**config.mk**
```make
export PLATFORM = sky130hd
export DESIGN_NAME = snapshot_protobuf_encoder_core_flat
export DESIGN_NICKNAME = d
export VERILOG_FILES = /design/src/hw/rtl/snpb_pkg.sv /design/src/hw/rtl/snpb_if.sv /design/src/hw/rtl/snpb_front.sv /design/src/hw/rtl/snpb_queue.sv /design/src/hw/rtl/snpb_back.sv /design/src/hw/rtl/snapshot_protobuf_encoder_core.sv /design/src/flat_wrapper.sv
export SDC_FILE = /design/constraint.sdc
export NUM_CORES = 1
export LEC_CHECK = 0
export BUFFER_PORTS_ARGS = -buffer_cell sky130_fd_sc_hd__buf_2
export CORE_MARGIN = 3
export CORE_UTILIZATION = 59
export CTS_CLUSTER_SIZE = 28
export DETAILED_ROUTE_END_ITERATION = 8
export MAX_ROUTING_LAYER = met4
export PLACE_DENSITY = 0.91
export SETUP_SLACK_MARGIN = 0.3
export SLEW_MARGIN = 10
export SYNTH_ARGS = -nofsm -noshare
export SYNTH_HDL_FRONTEND = slang
export SYNTH_SLANG_ARGS = --single-unit
export TNS_END_PERCENT = 1
```
**constraint.sdc**
```tcl
create_clock -name clk_i -period 10 [get_ports clk_i]
set_clock_uncertainty 0.2 [all_clocks]
set_input_delay 0.5 -clock clk_i [delete_from_list [all_inputs] [get_ports clk_i]]
set_output_delay 0.5 -clock clk_i [all_outputs]
set_load 0.05 [all_outputs]
```
**src/hw/rtl/snpb_pkg.sv**
```systemverilog
`timescale 1ns / 1ps

package snpb_pkg;

  localparam int unsigned TailBytes = 10;
  localparam int unsigned NumVarint = 5;
  localparam int unsigned QueueDepth = 2;

  localparam logic [7:0] TAG_FIXED64 = 8'h09;
  localparam logic [7:0] TAG_NESTED = 8'h12;
  localparam logic [4:0] FIXED_SIZE = 5'd20;
  localparam logic [7:0] INNER_BASE = 8'd9;

  localparam logic [7:0] VARINT_TAG [NumVarint] = '{8'h10, 8'h18, 8'h20, 8'h28, 8'h30};

  typedef enum logic [1:0] {
    ST_OK    = 2'd0,
    ST_INVAL = 2'd1,
    ST_NOMEM = 2'd2
  } snpb_status_e;

  typedef enum logic [1:0] {
    REG_BINDING_MAX = 2'd0,
    REG_AUTH_MAX    = 2'd1,
    REG_MAX_BYTES   = 2'd2
  } snpb_reg_e;

  typedef struct packed {
    logic                          single;
    snpb_status_e                  status;
    logic [4:0]                    total_length;
    logic [63:0]                   seq;
    logic [63:0]                   boot;
    logic [7:0]                    inner;
    logic [TailBytes-1:0][7:0]     tail;
  } snpb_cmd_t;

endpackage

```
**src/hw/rtl/snpb_if.sv**
```systemverilog
`timescale 1ns / 1ps

interface snpb_in_if;
  logic        valid;
  logic        ready;
  logic        size_only;
  logic [63:0] snap_seq;
  logic [63:0] boot_id;
  logic [6:0]  binding_code;
  logic [6:0]  authorization_code;
  logic        encrypted;
  logic        bond_verified;
  logic        peer_known;
  logic [7:0]  capacity;

  modport source (
    output valid, size_only, snap_seq, boot_id, binding_code,
           authorization_code, encrypted, bond_verified, peer_known, capacity,
    input  ready
  );
  modport sink (
    input  valid, size_only, snap_seq, boot_id, binding_code,
           authorization_code, encrypted, bond_verified, peer_known, capacity,
    output ready
  );
endinterface

interface snpb_out_if;
  logic       valid;
  logic       ready;
  logic [1:0] status;
  logic [7:0] out_byte;
  logic       byte_valid;
  logic [4:0] total_length;
  logic       last;

  modport source (
    output valid, status, out_byte, byte_valid, total_length, last,
    input  ready
  );
  modport sink (
    input  valid, status, out_byte, byte_valid, total_length, last,
    output ready
  );
endinterface

```
**src/hw/rtl/snpb_front.sv**
```systemverilog
`timescale 1ns / 1ps

module snpb_front (
  input  logic                clk_i,
  input  logic                rst_ni,
  input  logic                cfg_we_i,
  input  logic [1:0]          cfg_idx_i,
  input  logic [6:0]          cfg_wdata_i,
  snpb_in_if.sink             in_if,
  input  logic                q_full_i,
  output logic                push_o,
  output snpb_pkg::snpb_cmd_t cmd_o
);

  logic [6:0] binding_max_q;
  logic [6:0] auth_max_q;
  logic [5:0] max_bytes_q;

  logic [6:0] vals [snpb_pkg::NumVarint];
  logic [snpb_pkg::TailBytes-1:0][7:0] tail;
  logic [3:0] tail_pos;
  logic [2:0] pending;
  logic [4:0] size;
  logic       invalid;

  always_ff @(posedge clk_i or negedge rst_ni) begin
    if (!rst_ni) begin
      binding_max_q <= 7'd2;
      auth_max_q    <= 7'd2;
      max_bytes_q   <= 6'd30;
    end else if (cfg_we_i) begin
      unique case (snpb_pkg::snpb_reg_e'(cfg_idx_i))
        snpb_pkg::REG_BINDING_MAX: binding_max_q <= cfg_wdata_i;
        snpb_pkg::REG_AUTH_MAX:    auth_max_q    <= cfg_wdata_i;
        snpb_pkg::REG_MAX_BYTES:   max_bytes_q   <= cfg_wdata_i[5:0];
        default: ;
      endcase
    end
  end

  assign in_if.ready = !q_full_i;
  assign push_o      = in_if.valid && !q_full_i;

  assign vals[0] = in_if.binding_code;
  assign vals[1] = in_if.authorization_code;
  assign vals[2] = {6'd0, in_if.encrypted};
  assign vals[3] = {6'd0, in_if.bond_verified};
  assign vals[4] = {6'd0, in_if.peer_known};

  // pack the nonzero varint fields
  always_comb begin
    tail     = '0;
    tail_pos = '0;
    pending  = '0;
    for (int i = 0; i < int'(snpb_pkg::NumVarint); i++) begin
      if (vals[i] != 7'd0) begin
        tail[tail_pos]        = snpb_pkg::VARINT_TAG[i];
        tail[tail_pos + 4'd1] = {1'b0, vals[i]};
        tail_pos              = tail_pos + 4'd2;
        pending               = pending + 3'd1;
      end
    end
  end

  assign size    = snpb_pkg::FIXED_SIZE + {1'b0, pending, 1'b0};
  assign invalid = (in_if.snap_seq == 64'd0) || (in_if.boot_id == 64'd0) ||
                   (in_if.binding_code > binding_max_q) ||
                   (in_if.authorization_code > auth_max_q);

  always_comb begin
    cmd_o.seq   = in_if.snap_seq;
    cmd_o.boot  = in_if.boot_id;
    cmd_o.inner = snpb_pkg::INNER_BASE + {4'd0, pending, 1'b0};
    cmd_o.tail  = tail;
    if (invalid) begin
      cmd_o.single       = 1'b1;
      cmd_o.status       = snpb_pkg::ST_INVAL;
      cmd_o.total_length = '0;
    end else if ({1'b0, size} > max_bytes_q) begin
      cmd_o.single       = 1'b1;
      cmd_o.status       = snpb_pkg::ST_NOMEM;
      cmd_o.total_length = '0;
    end else if (in_if.size_only) begin
      cmd_o.single       = 1'b1;
      cmd_o.status       = snpb_pkg::ST_OK;
      cmd_o.total_length = size;
    end else if (in_if.capacity < {3'd0, size}) begin
      cmd_o.single       = 1'b1;
      cmd_o.status       = snpb_pkg::ST_NOMEM;
      cmd_o.total_length = '0;
    end else begin
      cmd_o.single       = 1'b0;
      cmd_o.status       = snpb_pkg::ST_OK;
      cmd_o.total_length = size;
    end
  end

endmodule

```
**src/hw/rtl/snpb_queue.sv**
```systemverilog
`timescale 1ns / 1ps

module snpb_queue (
  input  logic                clk_i,
  input  logic                rst_ni,
  input  logic                push_i,
  input  snpb_pkg::snpb_cmd_t cmd_i,
  output logic                full_o,
  input  logic                pop_i,
  output logic                valid_o,
  output snpb_pkg::snpb_cmd_t cmd_o
);

  localparam int unsigned PtrW = $clog2(snpb_pkg::QueueDepth);

  snpb_pkg::snpb_cmd_t mem_q [snpb_pkg::QueueDepth];
  logic [PtrW-1:0] wr_q, wr_d;
  logic [PtrW-1:0] rd_q, rd_d;
  logic [PtrW:0]   cnt_q, cnt_d;

  assign full_o  = (cnt_q == (PtrW+1)'(snpb_pkg::QueueDepth));
  assign valid_o = (cnt_q != '0);
  assign cmd_o   = mem_q[rd_q];

  always_comb begin
    wr_d  = wr_q;
    rd_d  = rd_q;
    cnt_d = cnt_q;
    if (push_i) begin
      wr_d = (wr_q == PtrW'(snpb_pkg::QueueDepth - 1)) ? '0 : wr_q + PtrW'(1);
    end
    if (pop_i) begin
      rd_d = (rd_q == PtrW'(snpb_pkg::QueueDepth - 1)) ? '0 : rd_q + PtrW'(1);
    end
    if (push_i && !pop_i) begin
      cnt_d = cnt_q + (PtrW+1)'(1);
    end else if (pop_i && !push_i) begin
      cnt_d = cnt_q - (PtrW+1)'(1);
    end
  end

  always_ff @(posedge clk_i or negedge rst_ni) begin
    if (!rst_ni) begin
      wr_q  <= '0;
      rd_q  <= '0;
      cnt_q <= '0;
    end else begin
      wr_q  <= wr_d;
      rd_q  <= rd_d;
      cnt_q <= cnt_d;
    end
  end

  always_ff @(posedge clk_i) begin
    if (push_i) begin
      mem_q[wr_q] <= cmd_i;
    end
  end

endmodule

```
**src/hw/rtl/snpb_back.sv**
```systemverilog
`timescale 1ns / 1ps

module snpb_back (
  input  logic                clk_i,
  input  logic                rst_ni,
  input  logic                q_valid_i,
  input  snpb_pkg::snpb_cmd_t cmd_i,
  output logic                pop_o,
  snpb_out_if.source          out_if
);

  logic [4:0] k_q, k_d;
  logic       ovalid_q, ovalid_d;
  logic [1:0] status_q;
  logic [7:0] byte_q, byte_d;
  logic       bvalid_q;
  logic [4:0] len_q;
  logic       last_q;

  logic load;
  logic is_last;
  logic [2:0] seq_idx;
  logic [2:0] boot_idx;
  logic [3:0] tail_idx;

  assign load    = q_valid_i && (!ovalid_q || out_if.ready);
  assign is_last = cmd_i.single || (k_q == cmd_i.total_length - 5'd1);
  assign pop_o   = load && is_last;

  assign seq_idx  = 3'(k_q - 5'd1);
  assign boot_idx = 3'(k_q - 5'd12);
  assign tail_idx = 4'(k_q - 5'd20);

  // byte at position k of the encoding
  always_comb begin
    case (k_q) inside
      5'd0, 5'd11:   byte_d = snpb_pkg::TAG_FIXED64;
      [5'd1:5'd8]:   byte_d = cmd_i.seq[8*seq_idx +: 8];
      5'd9:          byte_d = snpb_pkg::TAG_NESTED;
      5'd10:         byte_d = cmd_i.inner;
      [5'd12:5'd19]: byte_d = cmd_i.boot[8*boot_idx +: 8];
      default:       byte_d = cmd_i.tail[tail_idx];
    endcase
  end

  always_comb begin
    k_d      = k_q;
    ovalid_d = ovalid_q;
    if (!ovalid_q || out_if.ready) begin
      ovalid_d = q_valid_i;
    end
    if (load) begin
      k_d = is_last ? 5'd0 : k_q + 5'd1;
    end
  end

  always_ff @(posedge clk_i or negedge rst_ni) begin
    if (!rst_ni) begin
      k_q      <= '0;
      ovalid_q <= 1'b0;
    end else begin
      k_q      <= k_d;
      ovalid_q <= ovalid_d;
    end
  end

  always_ff @(posedge clk_i) begin
    if (load) begin
      status_q <= cmd_i.status;
      len_q    <= cmd_i.total_length;
      last_q   <= is_last;
      bvalid_q <= !cmd_i.single;
      byte_q   <= cmd_i.single ? 8'd0 : byte_d;
    end
  end

  assign out_if.valid        = ovalid_q;
  assign out_if.status       = status_q;
  assign out_if.out_byte     = byte_q;
  assign out_if.byte_valid   = bvalid_q;
  assign out_if.total_length = len_q;
  assign out_if.last         = last_q;

endmodule

```
**src/hw/rtl/snapshot_protobuf_encoder_core.sv**
```systemverilog
`timescale 1ns / 1ps

// Link snapshot protobuf encoder. Each input transaction is one snapshot; the
// block answers with one output transaction per encoded byte (20 to 30, last
// set on the final byte), or with a single transaction carrying only the
// status and, for a size-only query, the length. Output runs at one
// transaction per cycle from the byte emitter while the sink keeps ready
// high. A two-entry command queue sits between the checking front end and
// the emitter, so new snapshots are taken while earlier bytes still drain.
// Registers (index 0 binding max, 1 authorization max, 2 size limit) are
// written through cfg_we_i / cfg_idx_i / cfg_wdata_i; the user must write
// them only while the block is idle, as the block itself does not enforce it.

module snapshot_protobuf_encoder_core (
  input  logic       clk_i,
  input  logic       rst_ni,
  input  logic       cfg_we_i,
  input  logic [1:0] cfg_idx_i,
  input  logic [6:0] cfg_wdata_i,
  snpb_in_if.sink    in_if,
  snpb_out_if.source out_if
);

  snpb_pkg::snpb_cmd_t push_cmd;
  snpb_pkg::snpb_cmd_t head_cmd;
  logic push;
  logic pop;
  logic q_full;
  logic q_valid;

  snpb_front u_front (
    .clk_i       (clk_i),
    .rst_ni      (rst_ni),
    .cfg_we_i    (cfg_we_i),
    .cfg_idx_i   (cfg_idx_i),
    .cfg_wdata_i (cfg_wdata_i),
    .in_if       (in_if),
    .q_full_i    (q_full),
    .push_o      (push),
    .cmd_o       (push_cmd)
  );

  snpb_queue u_queue (
    .clk_i   (clk_i),
    .rst_ni  (rst_ni),
    .push_i  (push),
    .cmd_i   (push_cmd),
    .full_o  (q_full),
    .pop_i   (pop),
    .valid_o (q_valid),
    .cmd_o   (head_cmd)
  );

  snpb_back u_back (
    .clk_i     (clk_i),
    .rst_ni    (rst_ni),
    .q_valid_i (q_valid),
    .cmd_i     (head_cmd),
    .pop_o     (pop),
    .out_if    (out_if)
  );

endmodule

```
**src/flat_wrapper.sv**
```systemverilog
// flat-port wrapper written by rule: the top's interface ports become plain ports
module snapshot_protobuf_encoder_core_flat 
  (clk_i, rst_ni, cfg_we_i, cfg_idx_i, cfg_wdata_i, in_if_valid, in_if_size_only, in_if_snap_seq, in_if_boot_id, in_if_binding_code, in_if_authorization_code, in_if_encrypted, in_if_bond_verified, in_if_peer_known, in_if_capacity, in_if_ready, out_if_valid, out_if_status, out_if_out_byte, out_if_byte_valid, out_if_total_length, out_if_last, out_if_ready);
  snpb_in_if in_if_i ();
  snpb_out_if out_if_i ();
  input  logic clk_i;
  input  logic rst_ni;
  input  logic cfg_we_i;
  input  logic [1:0] cfg_idx_i;
  input  logic [6:0] cfg_wdata_i;
  input wire logic [$bits(in_if_i.valid)-1:0] in_if_valid;
  input wire logic [$bits(in_if_i.size_only)-1:0] in_if_size_only;
  input wire logic [$bits(in_if_i.snap_seq)-1:0] in_if_snap_seq;
  input wire logic [$bits(in_if_i.boot_id)-1:0] in_if_boot_id;
  input wire logic [$bits(in_if_i.binding_code)-1:0] in_if_binding_code;
  input wire logic [$bits(in_if_i.authorization_code)-1:0] in_if_authorization_code;
  input wire logic [$bits(in_if_i.encrypted)-1:0] in_if_encrypted;
  input wire logic [$bits(in_if_i.bond_verified)-1:0] in_if_bond_verified;
  input wire logic [$bits(in_if_i.peer_known)-1:0] in_if_peer_known;
  input wire logic [$bits(in_if_i.capacity)-1:0] in_if_capacity;
  output wire logic [$bits(in_if_i.ready)-1:0] in_if_ready;
  output wire logic [$bits(out_if_i.valid)-1:0] out_if_valid;
  output wire logic [$bits(out_if_i.status)-1:0] out_if_status;
  output wire logic [$bits(out_if_i.out_byte)-1:0] out_if_out_byte;
  output wire logic [$bits(out_if_i.byte_valid)-1:0] out_if_byte_valid;
  output wire logic [$bits(out_if_i.total_length)-1:0] out_if_total_length;
  output wire logic [$bits(out_if_i.last)-1:0] out_if_last;
  input wire logic [$bits(out_if_i.ready)-1:0] out_if_ready;
  assign in_if_i.valid = in_if_valid;
  assign in_if_i.size_only = in_if_size_only;
  assign in_if_i.snap_seq = in_if_snap_seq;
  assign in_if_i.boot_id = in_if_boot_id;
  assign in_if_i.binding_code = in_if_binding_code;
  assign in_if_i.authorization_code = in_if_authorization_code;
  assign in_if_i.encrypted = in_if_encrypted;
  assign in_if_i.bond_verified = in_if_bond_verified;
  assign in_if_i.peer_known = in_if_peer_known;
  assign in_if_i.capacity = in_if_capacity;
  assign in_if_ready = in_if_i.ready;
  assign out_if_valid = out_if_i.valid;
  assign out_if_status = out_if_i.status;
  assign out_if_out_byte = out_if_i.out_byte;
  assign out_if_byte_valid = out_if_i.byte_valid;
  assign out_if_total_length = out_if_i.total_length;
  assign out_if_last = out_if_i.last;
  assign out_if_i.ready = out_if_ready;
  snapshot_protobuf_encoder_core u_core (.clk_i(clk_i), .rst_ni(rst_ni), .cfg_we_i(cfg_we_i), .cfg_idx_i(cfg_idx_i), .cfg_wdata_i(cfg_wdata_i), .in_if(in_if_i), .out_if(out_if_i));
endmodule
```
==> run metrics <==
GP Congestion=approximately 0.89; IO Pins=187; Worst Tran Pin Value=1.119 ns; Storage cell area=11,510 um^2; switching part of the total power=32.26%; Mapped Cells=983; met1 WL=15,330 um; Post-Syn Area per Cell=between 15 and 20 um^2; Worst EP required=~10 ns; critical path cell sequence=buf_2 > nor4_1 > nand2_1 > fa_1 > ha_1 > nand2b_1 > o31ai_1 > xnor2_1 > nand2_1 > o21ai_1 > ha_1 > ha_1 > or4_1 > nor2_1 > a21oi_1 > o32ai_1 > nand2b_1 > nor3_1; Clock Tree Root=clkbuf_16; register area share after synthesis=68.73%; Crit Path Category=in2reg; dpl ws=around 5 ns; CTS tree=built; max frequency=210.6 MHz; Critical Path AT=4.79 ns; row cnt=61; Peak VDD IR=0.1657 mV; Worst Hold Class=in2reg; cell repeated most along the worst path=ha_1; Yosys top cell area share=64.20%; Max Slew Vio Count=0; fill cell count=1,529; total global-route track usage=30.24%; Slowest-stage cell, CP=fa_1; global-route wire length before repair=67,040 um; global route overflow=0; RSZ-0062 raised after global routing=false; TritonCTS Buffers=39; Power Density=269.8 nW/um^2; DRC Markers=0; Area Overhead vs Synth=21.38%; Worst-path clk slew=0.06 ns; total die area=30,440 um^2; Critical Path Start Type=input pin; vias in the first global route=11,140; number of flops mapped to enable cells by yosys=358; yosys warns=0; Psw=1769 uW; number of buffers added on ports=about 180; clock sinks=388; Post-CTS Resized=0; critical path fanouts, max=14; Top delay family on crit path=simple AND/OR/NAND/NOR gates; vias=~11,000; syn_nets=1,190; register share of total power=44.0%; CP Buf/Inv Count=1; Final Hold Vio Count=0; fin crit period=4.747 ns; critical path endpoint category=flop; cell taking the most area after synthesis=edfxtp_1; DP Wirelength=about 26,000 um; Multi-input gate area=4842 um^2; Gate power share=30.9%; largest net degree at the start of global routing=172; Antenna Nets Post-Route=0; H-tree levels=2; Worst-Skew Late Latency=0.55 ns; met2 wire length=between 20,000 and 25,000 um; Max Buffers Root-to-Sink=3; drt wl/cell=~26 um; ys async rst share=under 10%; Total Wirelength=44,790 um; uppermost layer routed=met4; setup TNS=0 ns; # setup viols final=0; violation count after the first detailed-route iteration=1,697; largest cells by area after synthesis=edfxtp_1, mux4_2, dfrtp_1, ha_1, mux2_2; Yosys cell types=66; die height=about 170 um; Die X=around 170 um; Crit path largest cell delay=approximately 0.89 ns; antenna violations before repair=2; Starting Density=60.11%; Slew HR=25.41%; status=complete, no violations; via density per instance=6.484; final worst slack=between 5 and 6 ns; Leakage Power=0.007386 uW; Clk pwr share=25.1%; share of cells above drive strength 1=a little over a quarter; number of synthesized register bits=388; Core Area=27,860 um^2; synthesized area=between 15,000 and 20,000 um^2; Final Cycle Share=about 47%; DR pass1 iterations=6; met3 WL post-DR=4241 um; P_int=3714 uW; Final nets=1,498; prevailing post-synth register cell=edfxtp_1; max_cap viols=0
cell usage after synthesis (all sizes together) (3+ instances only):
library cell / instances
nor3: 9
o22ai: 5
a211oi: 4
nand2b: 7
clkbuf: 19
o211ai: 5
a22o: 3
xnor2: 12
a22oi: 4
and3: 6
nand4: 14
o31ai: 6
mux2: 28
nor4: 37
nor2: 39
ha: 38
o21a: 4
xor2: 6
nand2: 45
edfxtp: 358
dfrtp: 24
mux2i: 16
or2: 5
a31oi: 11
mux4: 82
o21ai: 24
nor2b: 13
buf: 20
nand3: 15
a21o: 5
a21oi: 30
dfstp: 6
inv: 47
layout by cell type, fill, tap and decap left out, drive strengths merged, types with 13 or more instances in the layout:
cell	instances
a21oi	30
nand3	15
mux4	82
buf	193
nor2	39
nor2b	13
mux2	28
clkinv	14
clkbuf	53
dlygate4sd3	113
o21ai	24
nor4	37
nand4	14
inv	47
dfrtp	24
edfxtp	358
mux2i	16
ha	38
nand2	45
cell type report:
class                           instances  area share [%]
Antenna cell                            2         0.02462
Clock buffer                           53           5.110
Clock inverter                         14          0.6710
Inverter                               49          0.9049
Multi-Input combinational cell        507           23.82
Sequential cell                       388           56.65
Tap cell                              378           2.327
Timing Repair Buffer                  306           10.49
timing repair:
item                                   4_1_cts  5_1_grt
hold buffers                               110        3
buffers inserted                             0        0
endpoints found under the hold margin      239        6
routing by layer:
metal	vias to the layer above	GRT usage (%)
met5	-	-
met4	0	12.73
met3	190	5.483
met2	848	50.26
met1	5416	36.94
li1	4549	-
worst paths after layout:
check,start,endpoint,slack [ns],cells past startpoint
max,in_if_binding_code[2],u_core.u_queue.mem_q[0][215]$_DFFE_PP_,5.25,18
max in group asynchronous,rst_ni,u_core.u_queue.rd_q$_DFFE_PN0P_,8.67,2
min reg2reg,u_core.u_back.out_if.valid$_DFFE_PN0N_,u_core.u_back.out_if.valid$_DFFE_PN0N_,0.30,2
min in group asynchronous,rst_ni,u_core.u_back.k_q[1]$_DFFE_PN0P_,0.39,2
min,in_if_snap_seq[28],u_core.u_queue.mem_q[0][177]$_DFFE_PP_,0.007,1
max reg2reg,u_core.u_back.k_q[0]$_DFFE_PN0P_,u_core.u_back.out_if.out_byte[3]$_SDFFCE_PP0P_,6.01,7
worst register-to-register path, stage by stage, from the launching register on:
cell,delay (ns)
dfrtp_2,0.89
inv_2,0.35
ha_1,0.89
mux4_2,0.47
mux4_2,0.52
a21oi_1,0.18
nor2_1,0.05
a31o_1,0.19
power by group through the flow:
| stage | Combinational, uW | Clock (uW) | Sequential (uW) |
|---|---|---|---|
| global route | 1790 | 1450 | 2440 |
| finish | 1700 | 1380 | 2410 |
| CTS | 1660 | 1360 | 2390 |
| global placement | 1570 | 0 | 2380 |
| detailed placement | 1610 | 0 | 2410 |
| floorplan | 1120 | 0 | 2510 |
registers in the layout, summed over array words and instances, names as in the netlist:
name / flops
u_core.u_back.out_if.byte_valid: 1
u_core.u_queue.mem_q: 342
u_core.u_queue.cnt_q: 2
u_core.u_back.out_if.status: 2
u_core.u_front.max_bytes_q: 6
u_core.u_front.binding_max_q: 7
u_core.u_back.out_if.total_length: 4
u_core.u_back.out_if.last: 1
u_core.u_queue.wr_q: 1
u_core.u_queue.rd_q: 1
u_core.u_back.out_if.valid: 1
u_core.u_front.auth_max_q: 7
u_core.u_back.out_if.out_byte: 8
u_core.u_back.k_q: 5
cell families after synthesis:
logic type | synth area share, %
and+or+nand+nor | 6.277
muxes | 13.87
other | 0.02239
AOI/OAI and AO/OA | 4.596
xor gates and xnor gates | 1.121
adders and majority gates | 2.959
buffers and inverters | 2.429
DFF | 68.73
metrics by stage:
step                instances  area (um^2)  util [%]  hold WS [ns]  total power, uW
finish                   1697        20320     72.96      0.007133             5483
global route             1697        20320     72.96     0.0008323             5671
CTS                      1692        20290     72.83     0.0006448             5414
detailed placement       1515        18010     64.66        0.2867             4019
global placement         1515        18010     64.66        0.2892             3952
floorplan                 983        16740         -      0.004409             3633
Power figures use the tool's default switching activity.
